$ cat src/rtl/core/bpa_pkg.sv
`timescale 1ns / 1ps
// ----------------------------------------------------------------------------
// bpa_pkg
// Shared types and constants for the button press action and UID stepper.
// ----------------------------------------------------------------------------
package bpa_pkg;

  localparam int unsigned UID_MAX_BYTES = 16;
  localparam int unsigned UID_IDX_W     = $clog2(UID_MAX_BYTES);
  localparam int unsigned UID_CNT_W     = $clog2(UID_MAX_BYTES + 1);

  // Input operations.
  localparam logic [1:0] OP_TICK  = 2'd0;
  localparam logic [1:0] OP_WRITE = 2'd1;
  localparam logic [1:0] OP_READ  = 2'd2;

  // Action codes that step the UID; the others are only reported.
  localparam logic [3:0] ACT_LEFT_INC  = 4'd2;
  localparam logic [3:0] ACT_RIGHT_INC = 4'd3;
  localparam logic [3:0] ACT_LEFT_DEC  = 4'd4;
  localparam logic [3:0] ACT_RIGHT_DEC = 4'd5;

  // Configuration register indexes.
  localparam logic [2:0] CFG_LONG_TICKS   = 3'd0;
  localparam logic [2:0] CFG_UID_LENGTH   = 3'd1;
  localparam logic [2:0] CFG_RIGHT_SHORT  = 3'd2;
  localparam logic [2:0] CFG_RIGHT_LONG   = 3'd3;
  localparam logic [2:0] CFG_LEFT_SHORT   = 3'd4;
  localparam logic [2:0] CFG_LEFT_LONG    = 3'd5;

  localparam logic [7:0] LONG_TICKS_RST = 8'd10;
  localparam logic [4:0] UID_LENGTH_RST = 5'd7;

  localparam logic BTN_RIGHT  = 1'b0;
  localparam logic BTN_LEFT   = 1'b1;
  localparam logic KIND_EVENT = 1'b0;
  localparam logic KIND_READ  = 1'b1;

  typedef struct packed {
    logic [1:0] action;
    logic       right_down;
    logic       left_down;
    logic [3:0] byte_index;
    logic [7:0] byte_value;
  } in_t;

  typedef struct packed {
    logic       kind;
    logic       which_button;
    logic       long_press;
    logic [3:0] action_code;
    logic [7:0] data_byte;
    logic       last;
  } out_t;

  typedef struct packed {
    logic [7:0] long_press_ticks;
    logic [4:0] uid_length;
    logic [3:0] right_short_action;
    logic [3:0] right_long_action;
    logic [3:0] left_short_action;
    logic [3:0] left_long_action;
  } cfg_t;

  // Events raised by one tick, right button first.
  typedef struct packed {
    logic       r_fire;
    logic       r_long;
    logic [3:0] r_code;
    logic       l_fire;
    logic       l_long;
    logic [3:0] l_code;
  } press_ev_t;

  typedef enum logic [2:0] {
    ST_IDLE,
    ST_EMIT,
    ST_STEP_RD,
    ST_STEP_WR,
    ST_RD_OUT
  } state_e;

endpackage

$ cat src/rtl/core/bpa_uid_mem.sv
`timescale 1ns / 1ps
// ----------------------------------------------------------------------------
// bpa_uid_mem
// UID byte store: one write and one registered read port, with a valid bit
// per byte so that the store reads as zero after reset.
// ----------------------------------------------------------------------------
module bpa_uid_mem
  import bpa_pkg::*;
(
  input  logic                 clk_i,
  input  logic                 rst_ni,
  input  logic                 we_i,
  input  logic [UID_IDX_W-1:0] waddr_i,
  input  logic [7:0]           wdata_i,
  input  logic                 re_i,
  input  logic [UID_IDX_W-1:0] raddr_i,
  output logic [7:0]           rdata_o
);

  logic [7:0]               mem [UID_MAX_BYTES];
  logic [UID_MAX_BYTES-1:0] vld_q;
  logic [7:0]               rdata_q;

  always_ff @(posedge clk_i or negedge rst_ni) begin
    if (!rst_ni) begin
      vld_q <= '0;
    end else if (we_i) begin
      vld_q[waddr_i] <= 1'b1;
    end
  end

  always_ff @(posedge clk_i) begin
    if (we_i) begin
      mem[waddr_i] <= wdata_i;
    end
  end

  // A byte never written since reset reads as zero.
  always_ff @(posedge clk_i) begin
    if (re_i) begin
      rdata_q <= vld_q[raddr_i] ? mem[raddr_i] : 8'h00;
    end
  end

  assign rdata_o = rdata_q;

endmodule

$ cat src/rtl/core/bpa_press.sv
`timescale 1ns / 1ps
// ----------------------------------------------------------------------------
// bpa_press
// Press counters for both buttons and the short/long classification.
// ----------------------------------------------------------------------------
module bpa_press
  import bpa_pkg::*;
(
  input  logic      clk_i,
  input  logic      rst_ni,
  input  logic      tick_i,
  input  logic      right_down_i,
  input  logic      left_down_i,
  input  cfg_t      cfg_i,
  output press_ev_t ev_o
);

  typedef struct packed {
    logic       fire;
    logic       is_long;
    logic [7:0] cnt_nxt;
  } btn_upd_t;

  function automatic btn_upd_t btn_update(input logic [7:0] cnt, input logic held,
                                          input logic none_held, input logic [7:0] thr);
    btn_upd_t r;
    r.fire    = 1'b0;
    r.is_long = 1'b0;
    r.cnt_nxt = cnt;
    if (held) begin
      if (cnt < thr) begin
        r.cnt_nxt = cnt + 8'd1;
      end else if (cnt == thr) begin
        // Past the threshold, held ticks stay quiet unless the count wraps.
        r.fire    = 1'b1;
        r.is_long = 1'b1;
        r.cnt_nxt = cnt + 8'd1;
      end
    end else if (none_held) begin
      r.fire    = (cnt != 8'd0) && (cnt <= thr);
      r.cnt_nxt = 8'd0;
    end
    return r;
  endfunction

  logic [7:0] right_cnt_q, right_cnt_d;
  logic [7:0] left_cnt_q, left_cnt_d;
  logic       none_held;
  btn_upd_t   r_upd, l_upd;

  assign none_held = !right_down_i && !left_down_i;

  always_comb begin
    r_upd = btn_update(right_cnt_q, right_down_i, none_held, cfg_i.long_press_ticks);
    l_upd = btn_update(left_cnt_q, left_down_i, none_held, cfg_i.long_press_ticks);
    right_cnt_d = tick_i ? r_upd.cnt_nxt : right_cnt_q;
    left_cnt_d  = tick_i ? l_upd.cnt_nxt : left_cnt_q;
  end

  always_comb begin
    ev_o.r_fire = r_upd.fire;
    ev_o.r_long = r_upd.is_long;
    ev_o.r_code = r_upd.is_long ? cfg_i.right_long_action : cfg_i.right_short_action;
    ev_o.l_fire = l_upd.fire;
    ev_o.l_long = l_upd.is_long;
    ev_o.l_code = l_upd.is_long ? cfg_i.left_long_action : cfg_i.left_short_action;
  end

  always_ff @(posedge clk_i or negedge rst_ni) begin
    if (!rst_ni) begin
      right_cnt_q <= 8'd0;
      left_cnt_q  <= 8'd0;
    end else begin
      right_cnt_q <= right_cnt_d;
      left_cnt_q  <= left_cnt_d;
    end
  end

endmodule

$ cat src/rtl/core/button_press_action_uid_stepper.sv
`timescale 1ns / 1ps
// ----------------------------------------------------------------------------
// button_press_action_uid_stepper
// Two-button short/long press classifier with a byte-serial UID stepper.
// ----------------------------------------------------------------------------
// Usage: input beats on in_* carry a tick (button levels), a UID byte write
// or a UID byte read. A tick yields zero, one or two action events (right
// before left); a read yields one data beat; a write yields none. The last
// result of each input beat has last set. Configuration must be written
// through cfg_we_i/cfg_idx_i/cfg_wdata_i while the block is idle; the block
// itself does not enforce this. Each increment or decrement steps the UID
// bytes by a read-modify-write on the single UID store, one byte at a time
// (ST_STEP_RD, then ST_STEP_WR), stopping when the carry ends or the used
// length is reached.
// The block takes one input beat at a time; in_ready_o is high when it is
// idle, even while a finished result still waits in the output register.
// A stalled receiver holds the result there and pauses the sequencer.
// Reset clears the counters, the configuration to defaults and the whole
// UID store to zero at once; no clearing pass is needed.
// ----------------------------------------------------------------------------
module button_press_action_uid_stepper
  import bpa_pkg::*;
(
  input  logic       clk_i,
  input  logic       rst_ni,
  input  logic       in_valid_i,
  output logic       in_ready_o,
  input  in_t        in_data_i,
  output logic       out_valid_o,
  input  logic       out_ready_i,
  output out_t       out_data_o,
  input  logic       cfg_we_i,
  input  logic [2:0] cfg_idx_i,
  input  logic [7:0] cfg_wdata_i
);

  state_e state_q, state_d;
  cfg_t   cfg_q;

  press_ev_t ev, ev_q;
  logic      slot_q;
  logic      rd_ok_q;

  logic [UID_CNT_W-1:0] k_q, n_q, k_inc, len_used;
  logic                 up_q, low_q;

  logic                 out_valid_q, out_valid_d, out_load, out_free;
  out_t                 out_q, out_d;

  logic                 mem_we, mem_re;
  logic [UID_IDX_W-1:0] mem_waddr, mem_raddr, walk_addr, in_addr;
  logic [7:0]           mem_wdata, mem_rdata, step_byte;

  logic       in_acc, is_tick, is_read, is_write, idx_ok, any_fire;
  logic [3:0] cur_code;
  logic       cur_long, cur_last, is_step, start_walk, walk_more, finish;

  // ---------------------------------------------------------------- config
  always_ff @(posedge clk_i or negedge rst_ni) begin
    if (!rst_ni) begin
      cfg_q.long_press_ticks   <= LONG_TICKS_RST;
      cfg_q.uid_length         <= UID_LENGTH_RST;
      cfg_q.right_short_action <= 4'd0;
      cfg_q.right_long_action  <= 4'd0;
      cfg_q.left_short_action  <= 4'd0;
      cfg_q.left_long_action   <= 4'd0;
    end else if (cfg_we_i) begin
      unique case (cfg_idx_i)
        CFG_LONG_TICKS:  cfg_q.long_press_ticks   <= cfg_wdata_i;
        CFG_UID_LENGTH:  cfg_q.uid_length         <= cfg_wdata_i[4:0];
        CFG_RIGHT_SHORT: cfg_q.right_short_action <= cfg_wdata_i[3:0];
        CFG_RIGHT_LONG:  cfg_q.right_long_action  <= cfg_wdata_i[3:0];
        CFG_LEFT_SHORT:  cfg_q.left_short_action  <= cfg_wdata_i[3:0];
        CFG_LEFT_LONG:   cfg_q.left_long_action   <= cfg_wdata_i[3:0];
        default: ;
      endcase
    end
  end

  // ------------------------------------------------------------- decoding
  assign in_ready_o = (state_q == ST_IDLE);
  assign in_acc     = in_valid_i && in_ready_o;
  assign is_tick    = in_acc && (in_data_i.action == OP_TICK);
  assign is_write   = in_acc && (in_data_i.action == OP_WRITE);
  assign is_read    = in_acc && (in_data_i.action == OP_READ);
  assign idx_ok     = 32'(in_data_i.byte_index) < UID_MAX_BYTES;
  assign in_addr    = UID_IDX_W'(in_data_i.byte_index);
  assign any_fire   = ev.r_fire || ev.l_fire;

  bpa_press u_press (
    .clk_i        (clk_i),
    .rst_ni       (rst_ni),
    .tick_i       (is_tick),
    .right_down_i (in_data_i.right_down),
    .left_down_i  (in_data_i.left_down),
    .cfg_i        (cfg_q),
    .ev_o         (ev)
  );

  assign cur_code = (slot_q == BTN_LEFT) ? ev_q.l_code : ev_q.r_code;
  assign cur_long = (slot_q == BTN_LEFT) ? ev_q.l_long : ev_q.r_long;
  assign cur_last = (slot_q == BTN_LEFT) || !ev_q.l_fire;
  assign is_step  = (cur_code == ACT_LEFT_INC) || (cur_code == ACT_RIGHT_INC) ||
                    (cur_code == ACT_LEFT_DEC) || (cur_code == ACT_RIGHT_DEC);

  assign len_used   = (32'(cfg_q.uid_length) > UID_MAX_BYTES) ?
                      UID_CNT_W'(UID_MAX_BYTES) : UID_CNT_W'(cfg_q.uid_length);
  assign out_free   = !out_valid_q || out_ready_i;
  assign start_walk = is_step && (len_used != '0);

  // ------------------------------------------------------------- UID walk
  assign k_inc     = k_q + UID_CNT_W'(1);
  assign walk_addr = low_q ? UID_IDX_W'(k_q) : UID_IDX_W'(n_q - k_q - UID_CNT_W'(1));
  assign step_byte = up_q ? (mem_rdata + 8'd1) : (mem_rdata - 8'd1);
  assign walk_more = (up_q ? (mem_rdata == 8'hFF) : (mem_rdata == 8'h00)) && (k_inc < n_q);
  assign finish    = ((state_q == ST_EMIT) && out_free && !start_walk) ||
                     ((state_q == ST_STEP_WR) && !walk_more);

  bpa_uid_mem u_mem (
    .clk_i   (clk_i),
    .rst_ni  (rst_ni),
    .we_i    (mem_we),
    .waddr_i (mem_waddr),
    .wdata_i (mem_wdata),
    .re_i    (mem_re),
    .raddr_i (mem_raddr),
    .rdata_o (mem_rdata)
  );

  // ----------------------------------------------------------- next state
  always_comb begin
    state_d = state_q;
    unique case (state_q)
      ST_IDLE: begin
        if (is_tick && any_fire) begin
          state_d = ST_EMIT;
        end else if (is_read) begin
          state_d = ST_RD_OUT;
        end
      end
      ST_EMIT: begin
        if (out_free) begin
          if (start_walk) begin
            state_d = ST_STEP_RD;
          end else if (cur_last) begin
            state_d = ST_IDLE;
          end
        end
      end
      ST_STEP_RD: state_d = ST_STEP_WR;
      ST_STEP_WR: begin
        if (walk_more) begin
          state_d = ST_STEP_RD;
        end else if (cur_last) begin
          state_d = ST_IDLE;
        end else begin
          state_d = ST_EMIT;
        end
      end
      ST_RD_OUT: begin
        if (out_free) begin
          state_d = ST_IDLE;
        end
      end
      default: state_d = ST_IDLE;
    endcase
  end

  // -------------------------------------------------------------- outputs
  always_comb begin
    mem_we    = 1'b0;
    mem_waddr = in_addr;
    mem_wdata = in_data_i.byte_value;
    mem_re    = 1'b0;
    mem_raddr = in_addr;
    out_load  = 1'b0;
    out_d     = out_q;
    unique case (state_q)
      ST_IDLE: begin
        mem_we = is_write && idx_ok;
        mem_re = is_read;
      end
      ST_EMIT: begin
        out_load           = out_free;
        out_d.kind         = KIND_EVENT;
        out_d.which_button = slot_q;
        out_d.long_press   = cur_long;
        out_d.action_code  = cur_code;
        out_d.data_byte    = 8'h00;
        out_d.last         = cur_last;
      end
      ST_STEP_RD: begin
        mem_re    = 1'b1;
        mem_raddr = walk_addr;
      end
      ST_STEP_WR: begin
        mem_we    = 1'b1;
        mem_waddr = walk_addr;
        mem_wdata = step_byte;
      end
      ST_RD_OUT: begin
        out_load           = out_free;
        out_d.kind         = KIND_READ;
        out_d.which_button = 1'b0;
        out_d.long_press   = 1'b0;
        out_d.action_code  = 4'd0;
        out_d.data_byte    = rd_ok_q ? mem_rdata : 8'h00;
        out_d.last         = 1'b1;
      end
      default: ;
    endcase
  end

  assign out_valid_d = out_load || (out_valid_q && !out_ready_i);

  always_ff @(posedge clk_i or negedge rst_ni) begin
    if (!rst_ni) begin
      state_q     <= ST_IDLE;
      out_valid_q <= 1'b0;
      slot_q      <= BTN_RIGHT;
    end else begin
      state_q     <= state_d;
      out_valid_q <= out_valid_d;
      if (is_tick) begin
        slot_q <= ev.r_fire ? BTN_RIGHT : BTN_LEFT;
      end else if (finish && !cur_last) begin
        slot_q <= BTN_LEFT;
      end
    end
  end

  always_ff @(posedge clk_i) begin
    if (out_load) begin
      out_q <= out_d;
    end
    if (is_tick) begin
      ev_q <= ev;
    end
    if (is_read) begin
      rd_ok_q <= idx_ok;
    end
    if ((state_q == ST_EMIT) && out_free && start_walk) begin
      k_q   <= '0;
      n_q   <= len_used;
      up_q  <= (cur_code == ACT_LEFT_INC) || (cur_code == ACT_RIGHT_INC);
      low_q <= (cur_code == ACT_LEFT_INC) || (cur_code == ACT_LEFT_DEC);
    end else if ((state_q == ST_STEP_WR) && walk_more) begin
      k_q <= k_inc;
    end
  end

  assign out_valid_o = out_valid_q;
  assign out_data_o  = out_q;

  // ------------------------------------------------------------ assertions
  a_walk_in_range: assert property (@(posedge clk_i) disable iff (!rst_ni)
    (state_q == ST_STEP_RD) |-> (k_q < n_q))
    else $error("UID walk beyond the used length");

  a_write_after_read: assert property (@(posedge clk_i) disable iff (!rst_ni)
    (state_q == ST_STEP_WR) |-> ($past(state_q) == ST_STEP_RD))
    else $error("UID byte written back without a preceding read");

  a_emit_has_event: assert property (@(posedge clk_i) disable iff (!rst_ni)
    (state_q == ST_EMIT) |-> ((slot_q == BTN_RIGHT && ev_q.r_fire) ||
                              (slot_q == BTN_LEFT && ev_q.l_fire)))
    else $error("Event slot selected that did not fire");

  a_no_overwrite: assert property (@(posedge clk_i) disable iff (!rst_ni)
    out_load |-> (!out_valid_q || out_ready_i))
    else $error("Output register overwritten before its beat was taken");

endmodule

$ cat config.mk
export PLATFORM = sky130hd
export DESIGN_NAME = button_press_action_uid_stepper
export DESIGN_NICKNAME = d
export VERILOG_FILES = /design/src/rtl/core/bpa_pkg.sv /design/src/rtl/core/bpa_uid_mem.sv /design/src/rtl/core/bpa_press.sv /design/src/rtl/core/button_press_action_uid_stepper.sv
export SDC_FILE = /design/constraint.sdc
export NUM_CORES = 1
export LEC_CHECK = 0
export BUFFER_PORTS_ARGS = -buffer_cell sky130_fd_sc_hd__buf_4
export CORE_MARGIN = 3
export CORE_UTILIZATION = 30
export CTS_CLUSTER_SIZE = 8
export DETAILED_ROUTE_END_ITERATION = 10
export HOLD_SLACK_MARGIN = 0.03
export PLACE_DENSITY = 0.49
export SLEW_MARGIN = 20
export SYNTH_ARGS = -nofsm -noshare
export SYNTH_HDL_FRONTEND = slang
export SYNTH_HIERARCHICAL = 1
export SYNTH_SLANG_ARGS = --single-unit
export TNS_END_PERCENT = 5
$ cat constraint.sdc
create_clock -name clk_i -period 2.7 [get_ports clk_i]
set_clock_uncertainty 0.1 [all_clocks]
set_input_delay 0.405 -clock clk_i [delete_from_list [all_inputs] [get_ports clk_i]]
set_output_delay 0.405 -clock clk_i [all_outputs]
set_load 0.05 [all_outputs]
==> out/metrics.cfg, run 1 <==
[setup_path]
crit_path_max_fanout = 8
worstPathArrival_ns = 3.02
crit_required_ns = 2.86
critPathCaptureType = flip-flop
startpoint_type = flip-flop
path_class = flip-flop to flip-flop

[die]
die-width_um = 200.3
start_util_pct = 30.71
num_io_pins = 50
floorplan.die.height_um = 200.3
die_area_um2 = 40110
rows = 70
core_area_um2 = 36870

[cells_and_area]
layout-drive-gt1-share_pct = 34.65
diodes = 0
layout.nets = 1030
finalInstanceArea_um2 = 14210
area_growth_pct = 25.47
fill_cells = 3450

[drt]
first_pass_iters = 5
drt-wirelength-per-cell_um = 17.26
via_count = 7045
drtIter0Drc = 378
via_per_inst = 4.725
ant_nets = 0
drc = 0
wl_um = 25730

[timing]
min_period_ns = 2.865
fmax_mhz = 349.1
fin_setup_tns_ns = -1.252
setup_viol = 8
slew_viol_final = 0
report.final.hold_viol_count = 0
slew-limit-headroom_pct = 38.45
rsz0062_at_grt = yes
period_share_pct = 106.1
fin_ws_ns = -0.1648
tightest_slew_ns = 0.9233

[grt]
antenna_found_initial = 0
grt_pass1_vias = 7293
grt_max_degree = 67
grt_first_pass_wirelength_um = 41620
overflow = 0
grtUsageTotal_pct = 12.89

[synth]
synth_seq_cells = 241
synth_edf_count = 170
synth_warnings = 6
syn_nets = 871
yosysSeqAreaShare_pct = 60.61
yosysMostFrequentCell = edfxtp_1
yosysTopAreaCell = edfxtp_1
syn_area_per_cell_um2 = 14.12
synth_commonest_cells = edfxtp_1, nand2_1, dfrtp_1, nor2_1, mux2_2
syn_inst = 802
synth_top_area_share_pct = 45.08
ys_types = 84
synth_area_leaders = edfxtp_1, dfrtp_1, mux4_2
synthArstFlopShare_pct = 27.39
synth_flop_cell = edfxtp_1
syn_area_um2 = 11320

[clocking]
root_buffer = clkbuf_16
h-tree-depth = 2
clkSinkCount = 241
clockBufferDepth = 3
clk_pin_slew_worst_paths_ns = 0.05
clock_latency_ns = 0.53
cts_tree = built
numCtsBuffers = 36

[placed_design]
gp_congestion = 0.7613
placed_cell_area_um2 = 12970
dp_hpwl_um = 18450
port_buffers = 49

[run]
cap_violations = 0

[hold_path]
hold_path.class = input port to flip-flop

[power_and_ir_drop]
p_per_area_nw_per_um2 = 735.6
leakage_nw = 5.379
ir_drop_mv = 0.3341

[status]
status = finished, violations left
violations = negative setup slack

## per-layer routing
metal | up-vias | GRT usage, % | share of wire (%)
met5 | - | 0 | 0
met4 | 0 | 3.839 | 1.8
met3 | 32 | 2.259 | 3.7
met2 | 119 | 19.80 | 45
met1 | 3499 | 18.76 | 50
li1 | 3395 | - | -
## repair_timing
| item | CTS | global route |
|---|---|---|
| buffers inserted | 3 | 0 |
| gates resized for setup | 7 | 29 |
| pin swaps | 4 | 7 |
| setup endpoints to repair | 100 | 167 |
| endpoints found under the hold margin | 66 | 0 |
| gates cloned | 0 | 0 |
| hold buffers | 5 | 0 |
## worst max-delay path: stages (launching register included)
cell,delay [ns]
edfxtp_1,0.38
ha_2,0.20
fa_2,0.35
xnor2_2,0.15
nor2_2,0.12
a21oi_2,0.06
o21ai_4,0.21
mux4_2,0.54
a22o_4,0.28
nor2_8,0.15
a21oi_1,0.06
## logic make-up after synthesis
family,count (synthesis),share of synthesized area (%)
DFF,241,60.61
and+or+nand+nor,234,11.40
AOI/OAI and AO/OA,132,8.022
muxes,87,12.22
buffers and inverters,57,2.442
adders and majority gates,37,4.221
xor gates and xnor gates,14,1.083
## final timing paths
check / start / end / slack, ns / cells past startpoint
max: n_q[0]$_DFFE_PP_ / u_mem/rdata_o[6]$_SDFFCE_PN0P_ / -0.16 / 10
min: cfg_wdata_i[0] / cfg_q[16]$_DFFE_PN1P_ / 0.07 / 2
max reg2reg: n_q[0]$_DFFE_PP_ / u_mem/rdata_o[6]$_SDFFCE_PN0P_ / -0.16 / 10
min reg2reg: u_mem/vld_q[13]$_DFFE_PN0P_ / u_mem/vld_q[13]$_DFFE_PN0P_ / 0.37 / 1
max in group asynchronous: rst_ni / state_q[0]$_DFFE_PN0P_ / 1.43 / 2
min in group asynchronous: rst_ni / u_press/right_cnt_q[5]$_DFFE_PN0P_ / 0.46 / 2
## layout by cell type, fill, tap and decap left out, types with 5 or more instances in the layout
cell             n
buf_6            6
buf_12           5
o21ai_0         22
nor2_2           6
edfxtp_1       170
nand4_1          7
o21ai_1          8
ha_1            34
mux4_2          32
xor2_1           5
and2_1          11
dfrtp_1         61
dfstp_2          5
nand3_1         11
xnor2_1          8
nor2_1          36
clkbuf_16       36
mux2i_1         12
clkbuf_1        24
nand2_1         65
or2_2           18
a22oi_1         16
a211oi_1         5
nand2b_1         6
or3_1            7
nor2b_1         14
buf_4          137
mux2_2          38
dlygate4sd3_1    5
inv_1           24
a21oi_1         28
nor3_1           9
## registers in the layout, summed over array words and instances, names as in the netlist, 3 cells and up
signal / flops
cfg_q: 29
u_mem/mem: 128
state_q: 3
out_data_o: 16
u_mem/rdata_o: 8
u_press/left_cnt_q: 8
k_q: 5
u_press/right_cnt_q: 8
n_q: 5
u_mem/vld_q: 16
ev_q: 11
## area by class of cell
cell class                 count  area [um^2]  share of cell area [%]
sequential                   241         6864                   48.31
multi-input combinational    504         4328                   30.46
timing repair buffer         153         1246                   8.771
clock buffer                  60        991.0                   6.975
tap                          504        630.6                   4.439
inverter                      25        93.84                  0.6605
clock inverter                 4        53.80                  0.3787
## report_power, final
group	internal, mW	switching (mW)
sequential	4.30	0.213
clock	2.51	1.60
combinational	0.850	0.984
total	7.65	2.80
## stage by stage
stage                     std cells  power [mW]  hold WS, ns  setup slack (ns)  utilization [%]
after floorplan                 802       5.778     0.009409           -0.1157                -
after global placement         1419       6.365       0.3477           -0.2321            35.17
after detailed placement       1419       6.394       0.3509           -0.2555            35.17
after CTS                      1491       10.58      0.05425           -0.1715            38.27
after global routing           1491       11.00      0.07609           -0.2988            38.53
final                          1491       10.45      0.07305           -0.1648            38.53
No activity file was read; power rests on OpenSTA's default activity.
==> inputs of run 2 (changes only) <==
SYNTH_HIERARCHICAL = not set   (was 1)
==> run 2 against run 1 <==
Effect of this change: the run still ends with negative setup slack left; sequential cell count unchanged; largest power group unchanged; highest routed layer unchanged; routed wire length rose by 5.7%; critical endpoint is now u_mem.rdata_o[2]$_SDFFCE_PN0P_; count of clock-buffer cells in the layout increased by 1; synthesized area is 0.78% lower; synthesized cell count increased by 0.12%; sequential power rose by 6.0%; final area up 0.70%.
==> out/metrics.cfg, run 2 <==
[status]
status = finished, violations left  ; unchanged
violations = negative setup slack  ; unchanged

[die]
num_io_pins = 50  ; unchanged
die_area_um2 = 39810  ; was 40110 um^2
start_util_pct = 30.54  ; was 30.71%
rows = 70  ; unchanged
floorplan.die.height_um = 199.5  ; was 200.3 um
core_area_um2 = 36790  ; was 36870 um^2
die-width_um = 199.5  ; was 200.3 um

[cells_and_area]
layout-drive-gt1-share_pct = 31.74  ; was 34.65%
fill_cells = 3497  ; was 3450
reg_top3 = u_mem.mem (128), cfg_q (29)  ; was u_mem/mem (128), cfg_q (29)
layout_common_cells = edfxtp_1, buf_4, dfrtp_1, nand2_1, nor2_1  ; was edfxtp_1, buf_4, nand2_1, dfrtp_1, mux2_2
layout.nets = 1048  ; was 1030
largest_reg_flops = 128  ; unchanged
final_common_cell = edfxtp_1  ; unchanged
finalInstanceArea_um2 = 14310  ; was 14210 um^2
final_util_pct = 38.89  ; was 38.53%
stdcell_count = 1474  ; was 1491
seq_area_um2 = 6864  ; unchanged
area_growth_pct = 27.35  ; was 25.47%
multi_input_area_um2 = 4292  ; was 4328 um^2
top_register = u_mem.mem  ; was u_mem/mem

[drt]
wl_um = 27180  ; was 25730 um
via_count = 7258  ; was 7045
first_pass_iters = 5  ; unchanged
drt-wirelength-per-cell_um = 18.44  ; was 17.26 um
via_per_inst = 4.924  ; was 4.725
drc = 0  ; unchanged
ant_nets = 0  ; unchanged
drtIter0Drc = 442  ; was 378

[timing]
fin_setup_tns_ns = -2.560  ; was -1.252 ns
fmax_mhz = 329.8  ; was 349.1 MHz
fin_hold_ws_ns = 0.06412  ; was 0.07305 ns
tightest_slew_ns = 0.9726  ; was 0.9233 ns
fin_ws_ns = -0.3317  ; was -0.1648 ns
report.final.hold_viol_count = 0  ; unchanged
period_share_pct = 112.3  ; was 106.1%
rsz0062_at_grt = yes  ; unchanged
min_period_ns = 3.032  ; was 2.865 ns
slew-limit-headroom_pct = 35.03  ; was 38.45%
slew_viol_final = 0  ; unchanged
setup_viol = 11  ; was 8

[setup_path]
worstPathArrival_ns = 3.17  ; was 3.02 ns
crit_family = multiplexers  ; was compound AO/OA/AOI/OAI gates
slowest_delay_ns = 0.59  ; was 0.54 ns
path_class = flip-flop to flip-flop  ; unchanged
crit_end = u_mem.rdata_o[2]$_SDFFCE_PN0P_  ; was u_mem/rdata_o[6]$_SDFFCE_PN0P_
critPathCaptureType = flip-flop  ; unchanged
crit_slowest_cell = mux4_2  ; unchanged
rr_startpoint = n_q[0]$_DFFE_PP_  ; unchanged
worstPathCellList = ha_2, fa_2, xor2_2, mux2i_2, o21ai_4, buf_12, mux4_2, and4_1, a2111o_1  ; was ha_2, fa_2, xnor2_2, nor2_2, a21oi_2, o21ai_4, mux4_2, a22o_4, nor2_8, a21oi_1
crit_path_max_fanout = 8  ; unchanged
path_depth = 9  ; was 10
regToRegSetupSlack_ns = -0.33  ; was -0.16 ns
worst-path-buf-inv = 1  ; was 0
rr_endpoint = u_mem.rdata_o[2]$_SDFFCE_PN0P_  ; was u_mem/rdata_o[6]$_SDFFCE_PN0P_
crit_start = n_q[0]$_DFFE_PP_  ; unchanged
ff2ff_path_depth = 9  ; was 10
startpoint_type = flip-flop  ; unchanged
crit_required_ns = 2.84  ; was 2.86 ns

[synth]
synth_top_area_share_pct = 45.44  ; was 45.08%
ys_types = 64  ; was 84
synth_warnings = 0  ; was 6
synth_seq_cells = 241  ; unchanged
syn_area_um2 = 11230  ; was 11320 um^2
yosysMostFrequentCell = edfxtp_1  ; unchanged
synth_commonest_cells = edfxtp_1, dfrtp_1, nand2_1, nor2_1, inv_1  ; was edfxtp_1, nand2_1, dfrtp_1, nor2_1, mux2_2
syn_nets = 872  ; was 871
synth_flop_cell = edfxtp_1  ; unchanged
yosysSeqAreaShare_pct = 61.09  ; was 60.61%
syn_inst = 803  ; was 802
syn_area_per_cell_um2 = 13.99  ; was 14.12 um^2
synthArstFlopShare_pct = 27.39  ; unchanged
yosysTopAreaCell = edfxtp_1  ; unchanged
synth_area_leaders = edfxtp_1, dfrtp_1, mux4_2  ; unchanged
synth_edf_count = 170  ; unchanged

[grt]
overflow = 0  ; unchanged
grt_max_degree = 67  ; unchanged
grtUsageTotal_pct = 13.80  ; was 12.89%
antenna_found_initial = 1  ; was 0
grt_first_pass_wirelength_um = 42840  ; was 41620 um
grt_pass1_vias = 7452  ; was 7293

[clocking]
cts_tree = built  ; unchanged
clockBufferDepth = 3  ; unchanged
numCtsBuffers = 36  ; unchanged
h-tree-depth = 2  ; unchanged
clkSinkCount = 241  ; unchanged
clock_latency_ns = 0.50  ; was 0.53 ns
clk_pin_slew_worst_paths_ns = 0.05  ; about the same
root_buffer = clkbuf_16  ; unchanged

[placed_design]
dp_hpwl_um = 19490  ; was 18450 um
placed_cell_area_um2 = 12960  ; was 12970 um^2
gp_congestion = 0.8063  ; was 0.7613
placedCellCount = 1400  ; was 1419
port_buffers = 49  ; unchanged

[run]
cap_violations = 0  ; unchanged

[hold_path]
hold_path.class = input port to flip-flop  ; unchanged

[power_and_ir_drop]
p_per_area_nw_per_um2 = 811.7  ; was 735.6 nW/um^2
leakage_nw = 5.511  ; was 5.379 nW
ir_drop_mv = 0.3939  ; was 0.3341 mV

## run 2: tightest hold or removal path: stages
cell	delay (ns)
buf_4	0.10
nand2_1	0.04
o21ai_0	0.07
## run 2: area by class of cell
cell class | count | share of cell area (%)
Sequential cell | 241 | 47.98
Multi-Input combinational cell | 498 | 30.00
Timing Repair Buffer | 165 | 9.759
Clock buffer | 61 | 6.952
Tap cell | 468 | 4.093
Inverter | 37 | 0.9707
Clock inverter | 3 | 0.2361
Antenna cell | 1 | 0.01749
## run 2: how the worst min path moves through the flow
stage,startpoint,to,slack [ns],cells past startpoint
2_1_floorplan,rst_ni,cfg_q[0]$_DFFE_PN0P_,0.009,0
3_3_place_gp,u_mem.vld_q[1]$_DFFE_PN0P_,u_mem.vld_q[1]$_DFFE_PN0P_,0.37,1
3_5_place_dp,u_mem.vld_q[1]$_DFFE_PN0P_,u_mem.vld_q[1]$_DFFE_PN0P_,0.36,1
4_1_cts,cfg_wdata_i[4],cfg_q[25]$_DFFE_PN0P_,0.05,3
5_1_grt,cfg_wdata_i[4],cfg_q[20]$_DFFE_PN0P_,0.07,2
6_report,cfg_wdata_i[4],cfg_q[25]$_DFFE_PN0P_,0.06,3
## run 2: metrics by stage
stage	power (mW)	worst slack, ns
final	11.61	-0.3317
after floorplan	6.531	-0.2934
after global routing	12.22	-0.4381
after global placement	7.504	-0.3770
after detailed placement	7.538	-0.4367
after CTS	11.70	-0.3956
## run 2: timing repair
item	CTS	global route
buffers inserted	2	5
hold buffers	4	0
endpoints found under the setup margin	58	181
resized for setup	12	47
hold endpoints to repair	64	0
pin swaps	13	17
## run 2: logic make-up (layout without fill, tap and decap cells)
kind of cell    count (synthesis)  in the layout  share of synthesized area, %
mux                            80             80                         11.47
fa+ha+maj                      37             37                         4.254
simple gates                  237            237                         11.84
compound gates                127            127                         7.584
other cells                     0              1                             0
buf+inv                        64            266                         2.439
xor+xnor                       17             17                         1.325
flops                         241            241                         61.09
## run 2: layer usage
layer | track usage (%) | part of all wire (%) | up-vias
met5 | 0 | 0 | -
met4 | 4.342 | 2.2 | 0
met3 | 1.855 | 3.7 | 44
met2 | 21.84 | 46 | 128
met1 | 19.78 | 48 | 3620
li1 | - | - | 3466
## run 2: where the power goes
| part | switching (mW) | internal, mW | total, mW |
|---|---|---|---|
| Combinational | 1.62 | 1.16 | 2.78 |
| Sequential | 0.262 | 4.51 | 4.78 |
| Clock | 1.57 | 2.49 | 4.06 |
| Total | 3.45 | 8.17 | 11.6 |
==> inputs of run 3 (changes only) <==
BUFFER_PORTS_ARGS = not set   (was -buffer_cell sky130_fd_sc_hd__buf_4)
DONT_BUFFER_PORTS = 1   (was not set)
PLACE_DENSITY = 0.48   (was 0.49)
==> run 3 against run 2 <==
Effect of this change: the run still ends with negative setup slack left; critical path type unchanged; hold slack worse by 0.00082 ns; register-to-register slack worse by 0.07 ns; die area unchanged; global-route usage down 0.22 points; first-iteration DRC count down 15%; clock power about the same; fmax down 2.1%; routed wire length down 2.3%.
==> out/metrics.cfg, run 3 (same netlist as run 2, synthesis figures left out) <==
[timing]
fin_ws_ns = -0.3967  ; was -0.3317 ns
tightest_slew_ns = 0.7895  ; was 0.9726 ns
period_share_pct = 114.7  ; was 112.3%
fmax_mhz = 322.9  ; was 329.8 MHz
slew_viol_final = 0  ; unchanged
setup_viol = 64  ; was 11
min_period_ns = 3.097  ; was 3.032 ns
report.final.hold_viol_count = 0  ; unchanged
rsz0062_at_grt = yes  ; unchanged
fin_setup_tns_ns = -5.253  ; was -2.560 ns
slew-limit-headroom_pct = 46.65  ; was 35.03%

[grt]
grt_first_pass_wirelength_um = 42060  ; was 42840 um
grtUsageTotal_pct = 13.58  ; was 13.80%
grt_max_degree = 67  ; unchanged
grt_pass1_vias = 7248  ; was 7452
overflow = 0  ; unchanged
antenna_found_initial = 0  ; was 1

[drt]
drt-wirelength-per-cell_um = 18.75  ; was 18.44 um
drtIter0Drc = 377  ; was 442
wl_um = 26560  ; was 27180 um
drc = 0  ; unchanged
via_per_inst = 4.958  ; was 4.924
ant_nets = 0  ; unchanged
first_pass_iters = 4  ; was 5
via_count = 7021  ; was 7258

[placed_design]
gp_congestion = 0.8042  ; was 0.8063
port_buffers = 0  ; was 49
place_worst_setup_slack_ns = -0.4910  ; was -0.4367 ns
dp_hpwl_um = 19180  ; was 19490 um
placedCellCount = 1347  ; was 1400

[clocking]
clock_latency_ns = 0.51  ; was 0.50 ns
root_buffer = clkbuf_16  ; unchanged
clk_pin_slew_worst_paths_ns = 0.05  ; about the same
clockBufferDepth = 3  ; unchanged
h-tree-depth = 2  ; unchanged
cts_tree = built  ; unchanged
clkSinkCount = 241  ; unchanged
numCtsBuffers = 36  ; unchanged

[setup_path]
regToRegSetupSlack_ns = -0.40  ; was -0.33 ns
crit_path_max_fanout = 8  ; unchanged
startpoint_type = flip-flop  ; unchanged
critPathCaptureType = flip-flop  ; unchanged
path_class = flip-flop to flip-flop  ; unchanged
crit_family = multiplexers  ; unchanged
worst-path-buf-inv = 1  ; unchanged
worstPathArrival_ns = 3.25  ; was 3.17 ns
worstPathCellList = ha_2, fa_2, xor2_2, mux2i_2, o21ai_4, buf_12, mux4_2, and4_1, a2111o_1  ; unchanged
crit_required_ns = 2.86  ; was 2.84 ns
slowest_delay_ns = 0.60  ; was 0.59 ns
crit_slowest_cell = mux4_2  ; unchanged

[die]
floorplan.die.height_um = 199.5  ; unchanged
start_util_pct = 30.54  ; unchanged
die-width_um = 199.5  ; unchanged
core_area_um2 = 36790  ; unchanged
num_io_pins = 50  ; unchanged
die_area_um2 = 39810  ; unchanged
rows = 70  ; unchanged

[cells_and_area]
layout_common_cells = edfxtp_1, buf_4, dfrtp_1, nand2_1, clkbuf_16  ; was edfxtp_1, buf_4, dfrtp_1, nand2_1, nor2_1
area_growth_pct = 24.23  ; was 27.35%
seq_area_um2 = 6864  ; unchanged
layout-drive-gt1-share_pct = 27.85  ; was 31.74%
multi_input_area_um2 = 4267  ; was 4292 um^2
final_common_cell = edfxtp_1  ; unchanged
fill_cells = 3443  ; was 3497
layout.nets = 1004  ; was 1048
final_util_pct = 37.94  ; was 38.89%
largest_reg_flops = 128  ; unchanged
top_register = u_mem.mem  ; unchanged
reg_top3 = u_mem.mem (128), cfg_q (29)  ; unchanged
diodes = 0  ; was 1
stdcell_count = 1416  ; was 1474

[power_and_ir_drop]
p_per_area_nw_per_um2 = 815.3  ; was 811.7 nW/um^2
leakage_nw = 5.308  ; was 5.511 nW
ir_drop_mv = 0.3620  ; was 0.3939 mV

[run]
cap_violations = 0  ; unchanged

[status]
status = finished, violations left  ; unchanged
violations = negative setup slack  ; unchanged

[hold_path]
hold_path.class = input port to flip-flop  ; unchanged

==> run 3: what timing repair did <==
item / CTS / global route
setup endpoints to repair: 104 / 179
cloned: 0 / 0
hold buffers: 13 / 0
pin swaps: 20 / 6
endpoints found under the hold margin: 97 / 0
buffers inserted: 3 / 2
gates resized for setup: 20 / 23
==> run 3: power by group <==
| part | internal [mW] | switching (mW) |
|---|---|---|
| combinational | 0.984 | 1.15 |
| clock | 2.56 | 1.51 |
| sequential | 4.53 | 0.649 |
==> run 3: area by class of cell <==
class | instances | area share, %
clock buffers | 48 | 6.930
repair buffers | 121 | 7.790
clock inverters | 3 | 0.3407
well taps | 468 | 4.195
multi-input cells | 498 | 30.57
flip-flops and latches | 241 | 49.18
inverters | 37 | 0.9951
==> run 3: through the flow <==
stage | cell area, um^2 | total power, mW | hold slack, ns
5_1_grt | 13960 | 11.96 | 0.06602
2_1_floorplan | 11260 | 6.531 | 0.009409
3_3_place_gp | 12560 | 7.265 | 0.01129
3_5_place_dp | 12560 | 7.291 | 0.01167
6_report | 13960 | 11.38 | 0.06330
4_1_cts | 13830 | 11.52 | 0.03743
==> run 3: per-layer routing <==
| layer | vias to the layer above | routed length, um | track usage (%) |
|---|---|---|---|
| met2 | 115 | 12140 | 21.40 |
| met1 | 3518 | 13150 | 19.72 |
| li1 | 3355 | - | - |
| met4 | 0 | 450 | 3.463 |
| met3 | 33 | 813 | 2.091 |
| met5 | - | 0 | 0 |
==> run 3: final timing paths <==
check | start | endpoint | cells after the start
hold / removal | in_data_i[13] | u_press.left_cnt_q[5]$_DFFE_PN0P_ | 3
min in group asynchronous | rst_ni | u_press.right_cnt_q[7]$_DFFE_PN0P_ | 2
hold reg to reg | u_mem.vld_q[9]$_DFFE_PN0P_ | u_mem.vld_q[9]$_DFFE_PN0P_ | 1
setup reg to reg | n_q[0]$_DFFE_PP_ | u_mem.rdata_o[3]$_SDFFCE_PN0P_ | 9
setup / recovery | n_q[0]$_DFFE_PP_ | u_mem.rdata_o[3]$_SDFFCE_PN0P_ | 9
max in group asynchronous | rst_ni | cfg_q[24]$_DFFE_PN1P_ | 2
==> run 3: worst register-to-register path: stages, from the launching register on <==
cell and delay, ns:
edfxtp_1 0.40, ha_2 0.20, fa_2 0.36, xor2_2 0.16, mux2i_2 0.12, o21ai_4 0.18, buf_12 0.14, mux4_2 0.60
and4_1 0.24, a2111o_1 0.34
